<file path="src/rtl/core/ppal_pkg.sv">
// Shared types, widths and codes for the programmed PWM angle lookup.
package ppal_pkg;

	// Field widths of the item, result and configuration beats.
	localparam int REQ_W          = 2;
	localparam int MOD_W          = 16;
	localparam int PHASE_W        = 16;
	localparam int BLOCK_SEL_W    = 8;
	localparam int ENTRY_SEL_W    = 5;
	localparam int ANGLE_W        = 15;
	localparam int LEVEL_W        = 4;
	localparam int CFG_DATA_W     = 16;
	localparam int CFG_INDEX_W    = 3;
	localparam int BLOCK_COUNT_W  = 9;
	localparam int SWITCH_COUNT_W = 6;

	// Fixed-point scaling of the lookup.
	localparam int QUARTER_SCALE_BITS = 14;
	localparam int PICK_SHIFT         = 20;
	localparam int PRODUCT_W          = 2 * MOD_W;
	localparam int IDX_W              = PRODUCT_W - PICK_SHIFT;

	// Default sizes handed to the top level.
	localparam int BLOCK_DEPTH_DEF  = 256;
	localparam int MAX_SWITCHES_DEF = 32;
	localparam int PHASE_BITS_DEF   = 16;

	// Register reset values.
	localparam logic [MOD_W-1:0]          MIN_MOD_RST   = '0;
	localparam logic [MOD_W-1:0]          BPU_RST       = 16'd64;
	localparam logic [BLOCK_COUNT_W-1:0]  BLK_CNT_RST   = '0;
	localparam logic [SWITCH_COUNT_W-1:0] SW_CNT_RST    = '0;
	localparam logic [LEVEL_W-1:0]        CEILING_RST   = 4'd2;

	// Request codes carried by req_type; the fourth code is ignored.
	typedef enum logic [REQ_W-1:0] {
		REQ_SAMPLE = 2'd0,
		REQ_ENTRY  = 2'd1,
		REQ_START  = 2'd2
	} req_code_t;

	// Configuration register indexes.
	typedef enum logic [CFG_INDEX_W-1:0] {
		CFG_MIN_MOD   = 3'd0,
		CFG_BPU       = 3'd1,
		CFG_BLK_COUNT = 3'd2,
		CFG_SW_COUNT  = 3'd3,
		CFG_CEILING   = 3'd4
	} cfg_index_t;

	// Sequencer states of the lookup engine.
	typedef enum logic [2:0] {
		ST_IDLE,
		ST_PICK,
		ST_START,
		ST_LEVEL,
		ST_WALK,
		ST_FINISH
	} eng_state_t;

	// One word of the switching-entry memory.
	typedef struct packed {
		logic [LEVEL_W-1:0] level;
		logic [ANGLE_W-1:0] angle;
	} angle_word_t;

	// Status from the block picker to the engine.
	typedef struct packed {
		logic done;
		logic empty;
	} pick_status_t;

	// Result beat from the engine to the output register.
	typedef struct packed {
		logic               valid;
		logic [LEVEL_W-1:0] level;
	} eng_result_t;

endpackage

</file>
<file path="src/rtl/core/ppal_block_pick.sv">
// Three-stage pipeline that maps a modulation index to a table block.
module ppal_block_pick #(
	parameter int BLOCK_DEPTH = ppal_pkg::BLOCK_DEPTH_DEF,
	parameter int BLK_W       = (BLOCK_DEPTH > 1) ? $clog2(BLOCK_DEPTH) : 1
) (
	input  logic                                clk,
	input  logic                                arst_n,
	input  logic                                start,
	input  logic [ppal_pkg::MOD_W-1:0]          modulation,
	input  logic [ppal_pkg::MOD_W-1:0]          min_modulation,
	input  logic [ppal_pkg::MOD_W-1:0]          blocks_per_unit,
	input  logic [ppal_pkg::BLOCK_COUNT_W-1:0]  block_count,
	output logic [BLK_W-1:0]                    blk,
	output ppal_pkg::pick_status_t              status
);
	import ppal_pkg::*;

	localparam logic [IDX_W-1:0] DEPTH_M1 = IDX_W'(BLOCK_DEPTH - 1);

	logic                 valid_s1, valid_s2, valid_s3;
	logic                 empty_s1, empty_s2, empty_s3;
	logic [MOD_W-1:0]     diff_s1;
	logic [IDX_W-1:0]     limit_s1, limit_s2;
	logic [PRODUCT_W-1:0] prod_s2;
	logic [BLK_W-1:0]     blk_s3;
	logic [IDX_W-1:0]     cnt_m1;
	logic [IDX_W-1:0]     idx;

	// Last usable block is one below the smaller of the loaded count and the depth.
	assign cnt_m1 = IDX_W'(block_count - BLOCK_COUNT_W'(1));
	assign idx    = prod_s2[PRODUCT_W-1:PICK_SHIFT];

	// Stage valid bits.
	always_ff @(posedge clk or negedge arst_n) begin
		if (!arst_n) begin
			valid_s1 <= 1'b0;
			valid_s2 <= 1'b0;
			valid_s3 <= 1'b0;
		end else begin
			valid_s1 <= start;
			valid_s2 <= valid_s1;
			valid_s3 <= valid_s2;
		end
	end

	// Stage 1: offset from the lowest modulation, and the clamp limit.
	always_ff @(posedge clk) begin
		if (start) begin
			diff_s1  <= (modulation > min_modulation) ? modulation - min_modulation : '0;
			empty_s1 <= (block_count == '0);
			limit_s1 <= (cnt_m1 < DEPTH_M1) ? cnt_m1 : DEPTH_M1;
		end
	end

	// Stage 2: scale the offset by the blocks-per-unit factor.
	always_ff @(posedge clk) begin
		if (valid_s1) begin
			prod_s2  <= PRODUCT_W'(diff_s1) * PRODUCT_W'(blocks_per_unit);
			empty_s2 <= empty_s1;
			limit_s2 <= limit_s1;
		end
	end

	// Stage 3: truncate and clamp to the loaded range.
	always_ff @(posedge clk) begin
		if (valid_s2) begin
			blk_s3   <= BLK_W'((idx < limit_s2) ? idx : limit_s2);
			empty_s3 <= empty_s2;
		end
	end

	assign blk          = blk_s3;
	assign status.done  = valid_s3;
	assign status.empty = empty_s3;

endmodule

</file>
<file path="config.mk">
export PLATFORM = sky130hd
export DESIGN_NAME = ppal_block_pick
export DESIGN_NICKNAME = d
export VERILOG_FILES = /design/src/rtl/core/ppal_pkg.sv /design/src/rtl/core/ppal_block_pick.sv
export SDC_FILE = /design/constraint.sdc
export NUM_CORES = 1
export LEC_CHECK = 0
export BUFFER_PORTS_ARGS = -buffer_cell sky130_fd_sc_hd__buf_2
export CAP_MARGIN = 5
export CORE_MARGIN = 2
export CORE_UTILIZATION = 55
export CTS_BUF_LIST = sky130_fd_sc_hd__clkbuf_8
export CTS_CLUSTER_DIAMETER = 30
export CTS_CLUSTER_SIZE = 28
export DETAILED_ROUTE_END_ITERATION = 7
export GPL_ROUTABILITY_DRIVEN = 0
export HOLD_SLACK_MARGIN = 0.02
export PLACE_DENSITY = 0.76
export SLEW_MARGIN = 20
export SYNTH_ARGS = -nofsm -noshare
export SYNTH_HDL_FRONTEND = slang
export SYNTH_SLANG_ARGS = --single-unit
</file>
<file path="constraint.sdc">
create_clock -name clk -period 7.71 [get_ports clk]
set_clock_uncertainty 0.1 [all_clocks]
set_input_delay 0.3855 -clock clk [delete_from_list [all_inputs] [get_ports clk]]
set_output_delay 0.3855 -clock clk [all_outputs]
set_load 0.005 [all_outputs]
</file>
=== Word-level counts from Yosys, hierarchy flattened ===
Cells that the tools add are included.

* Register bits: 86
* Bits of input ports: 60
* Output and inout bits: 10
* Word-level logic and storage cells: 19

* $add $sub $neg: 2
* Multiply operators: 1
* Order comparisons: 3
* Multiplexer cells: 1
* Reductions and logical operators: 1

{| class="wikitable"
|+ Operators with widths
! kind !! count
|-
| $mul A16 B16 Y32 || 1
|-
| $gt A16 B16 Y1 || 1
|-
| $sub A16 B16 Y16 || 1
|-
| $lt A12 B12 Y1 || 1
|-
| $lt A12 B8 Y1 const B || 1
|-
| $sub A9 B1 Y10 const B || 1
|-
| $logic_not A9 Y1 || 1
|-
| $mux W8 || 1
|}

=== Logic depth before layout (Yosys ltp) ===
Gate-level depths: netlist (run 1).

* Word-level depth: 2
* Depth in mapped cells: 22
* Mapped depth without buffers: 21

=== Worst setup path after synthesis (run 1) ===
Ideal clock, no wire load.

* Path type: register to register
* Start point: reg diff_s1[11]
* End point: reg prod_s2[24] (data pin)
* Setup time: 0.262 ns
* Arrival: 5.586 ns
* Required time: 7.348 ns
* Slack: 1.762 ns
* Cell stages (with the launch flop): 20
* Clock period less this slack: 5.948 ns
* Cell sequence: edfxtp_1 -> clkbuf_1 -> nand2_1 -> fa_1 -> fa_1 -> fa_1 -> inv_1 -> fa_1 -> fa_1 -> inv_1 -> fa_1 -> inv_1 -> ha_1 -> a21oi_1 -> o21ai_0 -> a211oi_1 -> o211ai_2 -> a311oi_2 -> o21bai_1 -> xor2_1

* Word-level cells in the longest chain between the ends: 1

{| class="wikitable"
|+ RTL lines
! item !! line !! source
|-
| start: declaration || ppal_block_pick.sv:22 || <nowiki>logic [MOD_W-1:0] diff_s1;</nowiki>
|-
| start signal: assignment || ppal_block_pick.sv:49 || <nowiki>diff_s1 <= (modulation > min_modulation) ? modulation - min_modulation : '0;</nowiki>
|-
| $mul A16 B16 Y32 || ppal_block_pick.sv:58 || <nowiki>prod_s2 <= PRODUCT_W'(diff_s1) * PRODUCT_W'(blocks_per_unit);</nowiki>
|-
| end signal: assignment || ppal_block_pick.sv:58 ||
|-
| end: declaration || ppal_block_pick.sv:24 || <nowiki>logic [PRODUCT_W-1:0] prod_s2;</nowiki>
|}

Every way passes these cells.
A chain may end at the register's enable or synchronous reset.

=== Final worst setup path (run 1) ===
* Start point: reg diff_s1[7]
* End point: reg prod_s2[30] (data pin)

Same word-level chain as after synthesis.

==> impl_metrics.csv, run 1 <==
group,metric,value,unit
yosys,ys_seq_area_frac,0.157,
detailed_routing,viasPerCell,5.43,
layout,antenna_cells,0,
clock_network,cts_tree,"yes",
yosys,netlist_area,11800,µm²
clock_network,cts.sinks,62,
clock_network,hold_buffers,1,
layout,drive_gt1_frac,0.0847,
die,initial_core_util,0.560,
clock_network,h-tree-depth,3,
clock_network,clk_latency,340,ps
detailed_routing,ant_nets,0,
timing,fin_crit,6490,ps
critical_path,arrival,6490,ps
yosys,ys_seq_elements,62,
clock_network,root_buffer,"clkbuf_8",
layout,mostFrequentLayoutCell,"inv_1",
critical_path,cp_cell_sequence,"and2_1 -> fa_1 -> inv_1 -> fa_1 -> fa_1 -> inv_1 -> fa_1 -> fa_1 -> inv_1 -> fa_1 -> inv_1 -> ha_1 -> a21oi_1 -> o21ai_0 -> a211oi_1 -> o2111ai_1 -> a31oi_1 -> o21bai_1 -> xor2_1",
critical_path,ff2ff_setup_slack,1220,ps
die,core_area,21000,µm²
min_path,hold_start,"block_count[0]",
critical_path,critPathMaxFanout,16,
grt,grt_overflow,0,
critical_path,critPathLaunchType,"register",
clock_network,path_clk_slew,80,ps
yosys,ys_warn_count,0,
timing,fmax,0.154,GHz
critical_path,cpMostUsedCell,"fa_1",
die,die_area,22600,µm²
detailed_routing,drt-total-wl,24600,µm
detailed_routing,drc_errors,0,
timing,maxSlewHeadroom,0.375,
detailed_routing,wire_per_inst,15.5,µm
yosys,syn_inst,1268,
grt,grt_pass1_wl,41800,µm
layout,area_delta_synth_final,6.03,%
grt,grt_pass1_vias,8815,
critical_path,cpMaxStageDelayCell,"edfxtp_1",
timing,setup_tns,0,ps
critical_path,cpPeakStageDelay,670,ps
critical_path,crit_family,"adder cells",
critical_path,r2r-end,"prod_s2[30]",
min_path,min_path_cells,2,
grt,grt_max_degree,29,
min_path,min_to,"limit_s1[0]",
critical_path,r2r_start,"diff_s1[7]",
clock_network,clockBufferDepth,2,
critical_path,worst_setup_path_end_kind,"register",
detailed_routing,drtIter0Drc,456,
critical_path,crit_type,"register to register",
run_status,status,"finished, final reports clean",
yosys,async_flop_share,0.0484,
timing,hold_violations,0,
clock_network,numCtsBuffers,9,
timing,max_slew.worst_pin.slew,937,ps
critical_path,path_depth,19,
min_path,min_path_type,"input port to register",
die,die_w,150,µm
yosys,synth_ff_type,"edfxtp_1",
layout,nets,1690,
grt,grt_usage,0.233,
clock_network,cts_resized,0,
yosys,synth_edf_count,59,
yosys,synth_area_per_cell,9.28,µm²
placed_design,portBuffers,69,
timing,setup_viol_count_final,0,
clock_network,post_cts_buffers,0,
die,num_io_pins,70,
detailed_routing,vias,8608,
grt,antenna_found_initial,0,
critical_path,reg2regPathDepth,19,
die,rows,53,
layout,layout_common_cells,"259 x inv_1, 194 x fa_1, 183 x nand2_1, 130 x ha_1, 115 x and2_1",
critical_path,crit_required,7710,ps
yosys,synth_cell_types,65,
die,die_h,150,µm
placed_design,dp_hpwl,20000,µm
timing,slew_violations,0,
detailed_routing,first_pass_iters,6,
timing,fin_crit_sh,0.842,
critical_path,worst-path-buf-inv,4,
timing,rsz0062_at_grt,"no",
flow_run,maxCapViolations,0,
worst max path at each step:
| stage | start | slack [ps] | end |
|---|---|---|---|
| detailed placement | diff_s1[7] | 1260 | prod_s2[24] |
| global placement | diff_s1[7] | 1430 | prod_s2[24] |
| global route | diff_s1[11] | 880 | prod_s2[30] |
| floorplan | diff_s1[11] | 1760 | prod_s2[24] |
| finish | diff_s1[7] | 1220 | prod_s2[30] |
| CTS | diff_s1[7] | 1240 | prod_s2[24] |
sequential cells by signal, summed over array words and instances, names as in the netlist:
name / flops
blk: 8
diff_s1: 16
empty_s1: 1
empty_s2: 1
empty_s3: 1
limit_s1: 10
limit_s2: 10
prod_s2: 12
valid_s1: 1
valid_s2: 1
valid_s3: 1
synth_stat cells (2+ instances only):
master | instances | share of area
nor2_1 | 20 | 0.0064
buf_1 | 3 | 0.00096
a211oi_1 | 5 | 0.0032
edfxtp_1 | 59 | 0.15
fa_1 | 194 | 0.33
and2_1 | 115 | 0.061
a21o_1 | 16 | 0.010
o21ai_0 | 36 | 0.015
nor4_1 | 3 | 0.0016
nor3_1 | 17 | 0.0072
nand2_1 | 183 | 0.058
o21a_1 | 5 | 0.0032
o21ai_1 | 2 | 0.00085
xnor2_1 | 14 | 0.010
xor2_1 | 12 | 0.0089
nand4_1 | 15 | 0.0080
a21oi_2 | 2 | 0.0015
o2111ai_1 | 2 | 0.0015
buf_6 | 2 | 0.0019
o21bai_1 | 2 | 0.0013
clkbuf_1 | 37 | 0.012
dfrtp_1 | 3 | 0.0064
or3_1 | 2 | 0.0011
a21oi_1 | 27 | 0.011
nand2b_1 | 7 | 0.0037
nor2_2 | 9 | 0.0048
nand3_1 | 20 | 0.0085
inv_1 | 259 | 0.083
buf_4 | 2 | 0.0013
a31oi_1 | 13 | 0.0069
a221o_1 | 2 | 0.0017
nor3b_1 | 9 | 0.0057
nor2b_1 | 4 | 0.0021
and3_1 | 7 | 0.0037
ha_1 | 130 | 0.14
final cells by class:
class	instances	area [µm²]
clock buffer	9	124
tap	275	344
sequential	62	1850
inverter	259	972
multi-input combinational	903	8750
timing repair buffer	71	363
fill	1772	8540
clock inverter	7	82.6
stage by stage:
step	instance area (µm²)	util	hold WS [ps]	worst slack [ps]	cells
after floorplan	11800	-	-10.1	1760	1269
after global placement	12300	0.583	81.6	1430	1569
after detailed placement	12300	0.583	82.7	1260	1569
after CTS	12500	0.594	210	1240	1586
after global routing	12500	0.594	235	884	1586
final	12500	0.594	223	1220	1586
logic make-up (layout without fill, tap and decap cells):
logic type | count (synthesis) | in the layout | synth area share
AOI/OAI and AO/OA | 131 | 131 | 0.0753
xor gates and xnor gates | 26 | 26 | 0.0193
adders and majority gates | 324 | 324 | 0.468
buffers and inverters | 304 | 346 | 0.100
DFF | 62 | 62 | 0.157
muxes | 2 | 2 | 0.00181
other | 1 | 2 | 0.000319
and+or+nand+nor | 418 | 418 | 0.178
metal layers:
metal	share of wire	global-route usage
met5	0	0
met1	0.42	0.317
met4	0.026	0.0731
met3	0.042	0.0161
met2	0.51	0.403
Power of run 1 is not shown: default switching activity piles up to over one toggle a cycle in this logic, so the estimate is an artifact.
==> run 2, diff against run 1 <==
==> constraint.sdc (replaced) <==
create_clock -name clk -period 6.3 [get_ports clk]
set_clock_uncertainty 0.1 [all_clocks]
set_input_delay 0.315 -clock clk [delete_from_list [all_inputs] [get_ports clk]]
set_output_delay 0.315 -clock clk [all_outputs]
set_load 0.005 [all_outputs]
==> impl_metrics.csv, run 2 (synthesis gave the netlist of run 1 again) <==
group,metric,value,unit
die,num_io_pins,70,
die,rows,53,
critical_path,ff2ff_setup_slack,280,ps
timing,hold_ws,145,ps
placed_design,dp.cells,1591,
critical_path,startpoint,"diff_s1[5]",
die,die_h,150,µm
detailed_routing,first_pass_iters,5,
detailed_routing,viasPerCell,5.41,
clock_network,h-tree-depth,3,
grt,grt_pass1_wl,43300,µm
clock_network,cts.sinks,62,
critical_path,r2r_start,"diff_s1[5]",
grt,grt_pass1_vias,8986,
critical_path,worst-path-buf-inv,5,
timing,max_slew.worst_pin.slew,924,ps
critical_path,reg2regPathDepth,20,
layout,layout_common_cells,"259 x inv_1, 194 x fa_1, 183 x nand2_1, 130 x ha_1, 115 x and2_1",
layout,final_util,0.606,
critical_path,crit_required,6310,ps
layout,largest_register_ffs,16,
layout,nets,1719,
run_status,status,"finished, final reports clean",
timing,maxSlewHeadroom,0.384,
timing,setup_viol_count_final,0,
clock_network,root_buffer,"clkbuf_8",
timing,rsz0062_at_grt,"yes",
placed_design,dp_hpwl,21000,µm
critical_path,crit_end,"prod_s2[30]",
clock_network,cts_tree,"yes",
detailed_routing,drtIter0Drc,521,
critical_path,cpPeakStageDelay,530,ps
detailed_routing,ant_nets,0,
timing,slew_violations,0,
layout,antenna_cells,0,
timing,fin_crit,6020,ps
grt,grt_usage,0.243,
timing,fmax,0.166,GHz
critical_path,crit_type,"register to register",
critical_path,worst_setup_path_end_kind,"register",
critical_path,critPathMaxFanout,9,
detailed_routing,drt-total-wl,25700,µm
die,die_area,22600,µm²
layout,largest_register,"diff_s1",
timing,fin_crit_sh,0.956,
die,die_w,150,µm
layout,final_cells,1615,
die,core_area,21000,µm²
clock_network,numCtsBuffers,9,
grt,grt_max_degree,29,
layout,mostFrequentLayoutCell,"inv_1",
placed_design,portBuffers,69,
critical_path,path_depth,20,
critical_path,critPathLaunchType,"register",
flow_run,maxCapViolations,0,
grt,antenna_found_initial,0,
critical_path,cp_cell_sequence,"buf_4 -> and2_1 -> fa_1 -> inv_1 -> fa_1 -> inv_1 -> fa_1 -> fa_1 -> fa_1 -> inv_1 -> fa_1 -> inv_1 -> ha_1 -> a21oi_1 -> o21ai_0 -> a31oi_1 -> o2111ai_2 -> a31oi_2 -> o21bai_1 -> xor2_1",
grt,grt_overflow,0,
critical_path,crit_family,"adder cells",
critical_path,r2r-end,"prod_s2[30]",
critical_path,cpMaxStageDelayCell,"fa_1",
critical_path,arrival,6030,ps
detailed_routing,drc_errors,0,
clock_network,clk_latency,360,ps
min_path,min_path_type,"input port to register",
clock_network,path_clk_slew,80,ps
critical_path,cpMostUsedCell,"fa_1",
layout,reg.largest.list,"diff_s1 x16, prod_s2 x12",
detailed_routing,vias,8741,
layout,drive_gt1_frac,0.107,
layout,area_delta_synth_final,8.20,%
clock_network,clockBufferDepth,2,
layout,fillCellCount,1789,
detailed_routing,wire_per_inst,15.9,µm
timing,hold_violations,0,
die,initial_core_util,0.560,
[run 2: cell types whose count changed in the layout (fill, tap and decap cells not counted), sizes merged]
| cell | change |
|---|---|
| buf | +29 |
| inv | +1 |
| clkinvlp | -1 |
[run 2: repair_timing]
action                     in CTS  in global routing
gates resized for setup         0                  7
hold endpoints to repair        3                  0
setup endpoints to repair       0                  6
hold buffers                    1                  0
buffers inserted                0                  7
[run 2: area by class of cell]
type                       count  area [µm²]  share of cell area
clock buffer                   9         124             0.00973
tap                          275         344              0.0270
clock inverter                 7        80.1             0.00629
multi-input combinational    903        8770               0.688
timing repair buffer         100         601              0.0472
inverter                     259         972              0.0763
sequential                    62        1850               0.145
[run 2: worst register-to-register path, cell delays in order (launching register included)]
cell and delay, ps:
edfxtp_1 470, buf_4 220, and2_1 190, fa_1 530
inv_1 60, fa_1 530, inv_1 50, fa_1 450
fa_1 410, fa_1 510, inv_1 50, fa_1 520
inv_1 50, ha_1 320, a21oi_1 170, o21ai_0 110
a31oi_1 300, o2111ai_2 260, a31oi_2 250, o21bai_1 100
xor2_1 140
[run 2: through the flow]
| stage | setup TNS (ps) | instance area [µm²] | worst slack (ps) |
|---|---|---|---|
| floorplan | 0 | 11800 | 352 |
| global placement | 0 | 12400 | 174 |
| detailed placement | 0 | 12400 | 122 |
| CTS | 0 | 12600 | 166 |
| global route | -41.4 | 12700 | -41.4 |
| finish | 0 | 12700 | 278 |
[run 2: worst min-delay path by stage]
| stage | from | endpoint | slack [ps] | depth (start not counted) |
|---|---|---|---|---|
| floorplan | arst_n | valid_s1 | -80 | 0 |
| global placement | arst_n | valid_s1 | 10 | 1 |
| detailed placement | arst_n | valid_s2 | 10 | 1 |
| CTS | block_count[0] | limit_s1[0] | 140 | 2 |
| global route | block_count[0] | limit_s1[0] | 140 | 2 |
| finish | block_count[0] | limit_s1[0] | 150 | 2 |
[run 2: layer usage]
layer  track usage  routed length (µm)
met4        0.0745                 670
met2         0.416               12800
met3        0.0276                1170
met5             0                   0
met1         0.326               11000
Power of run 2 is left out for the same reason.
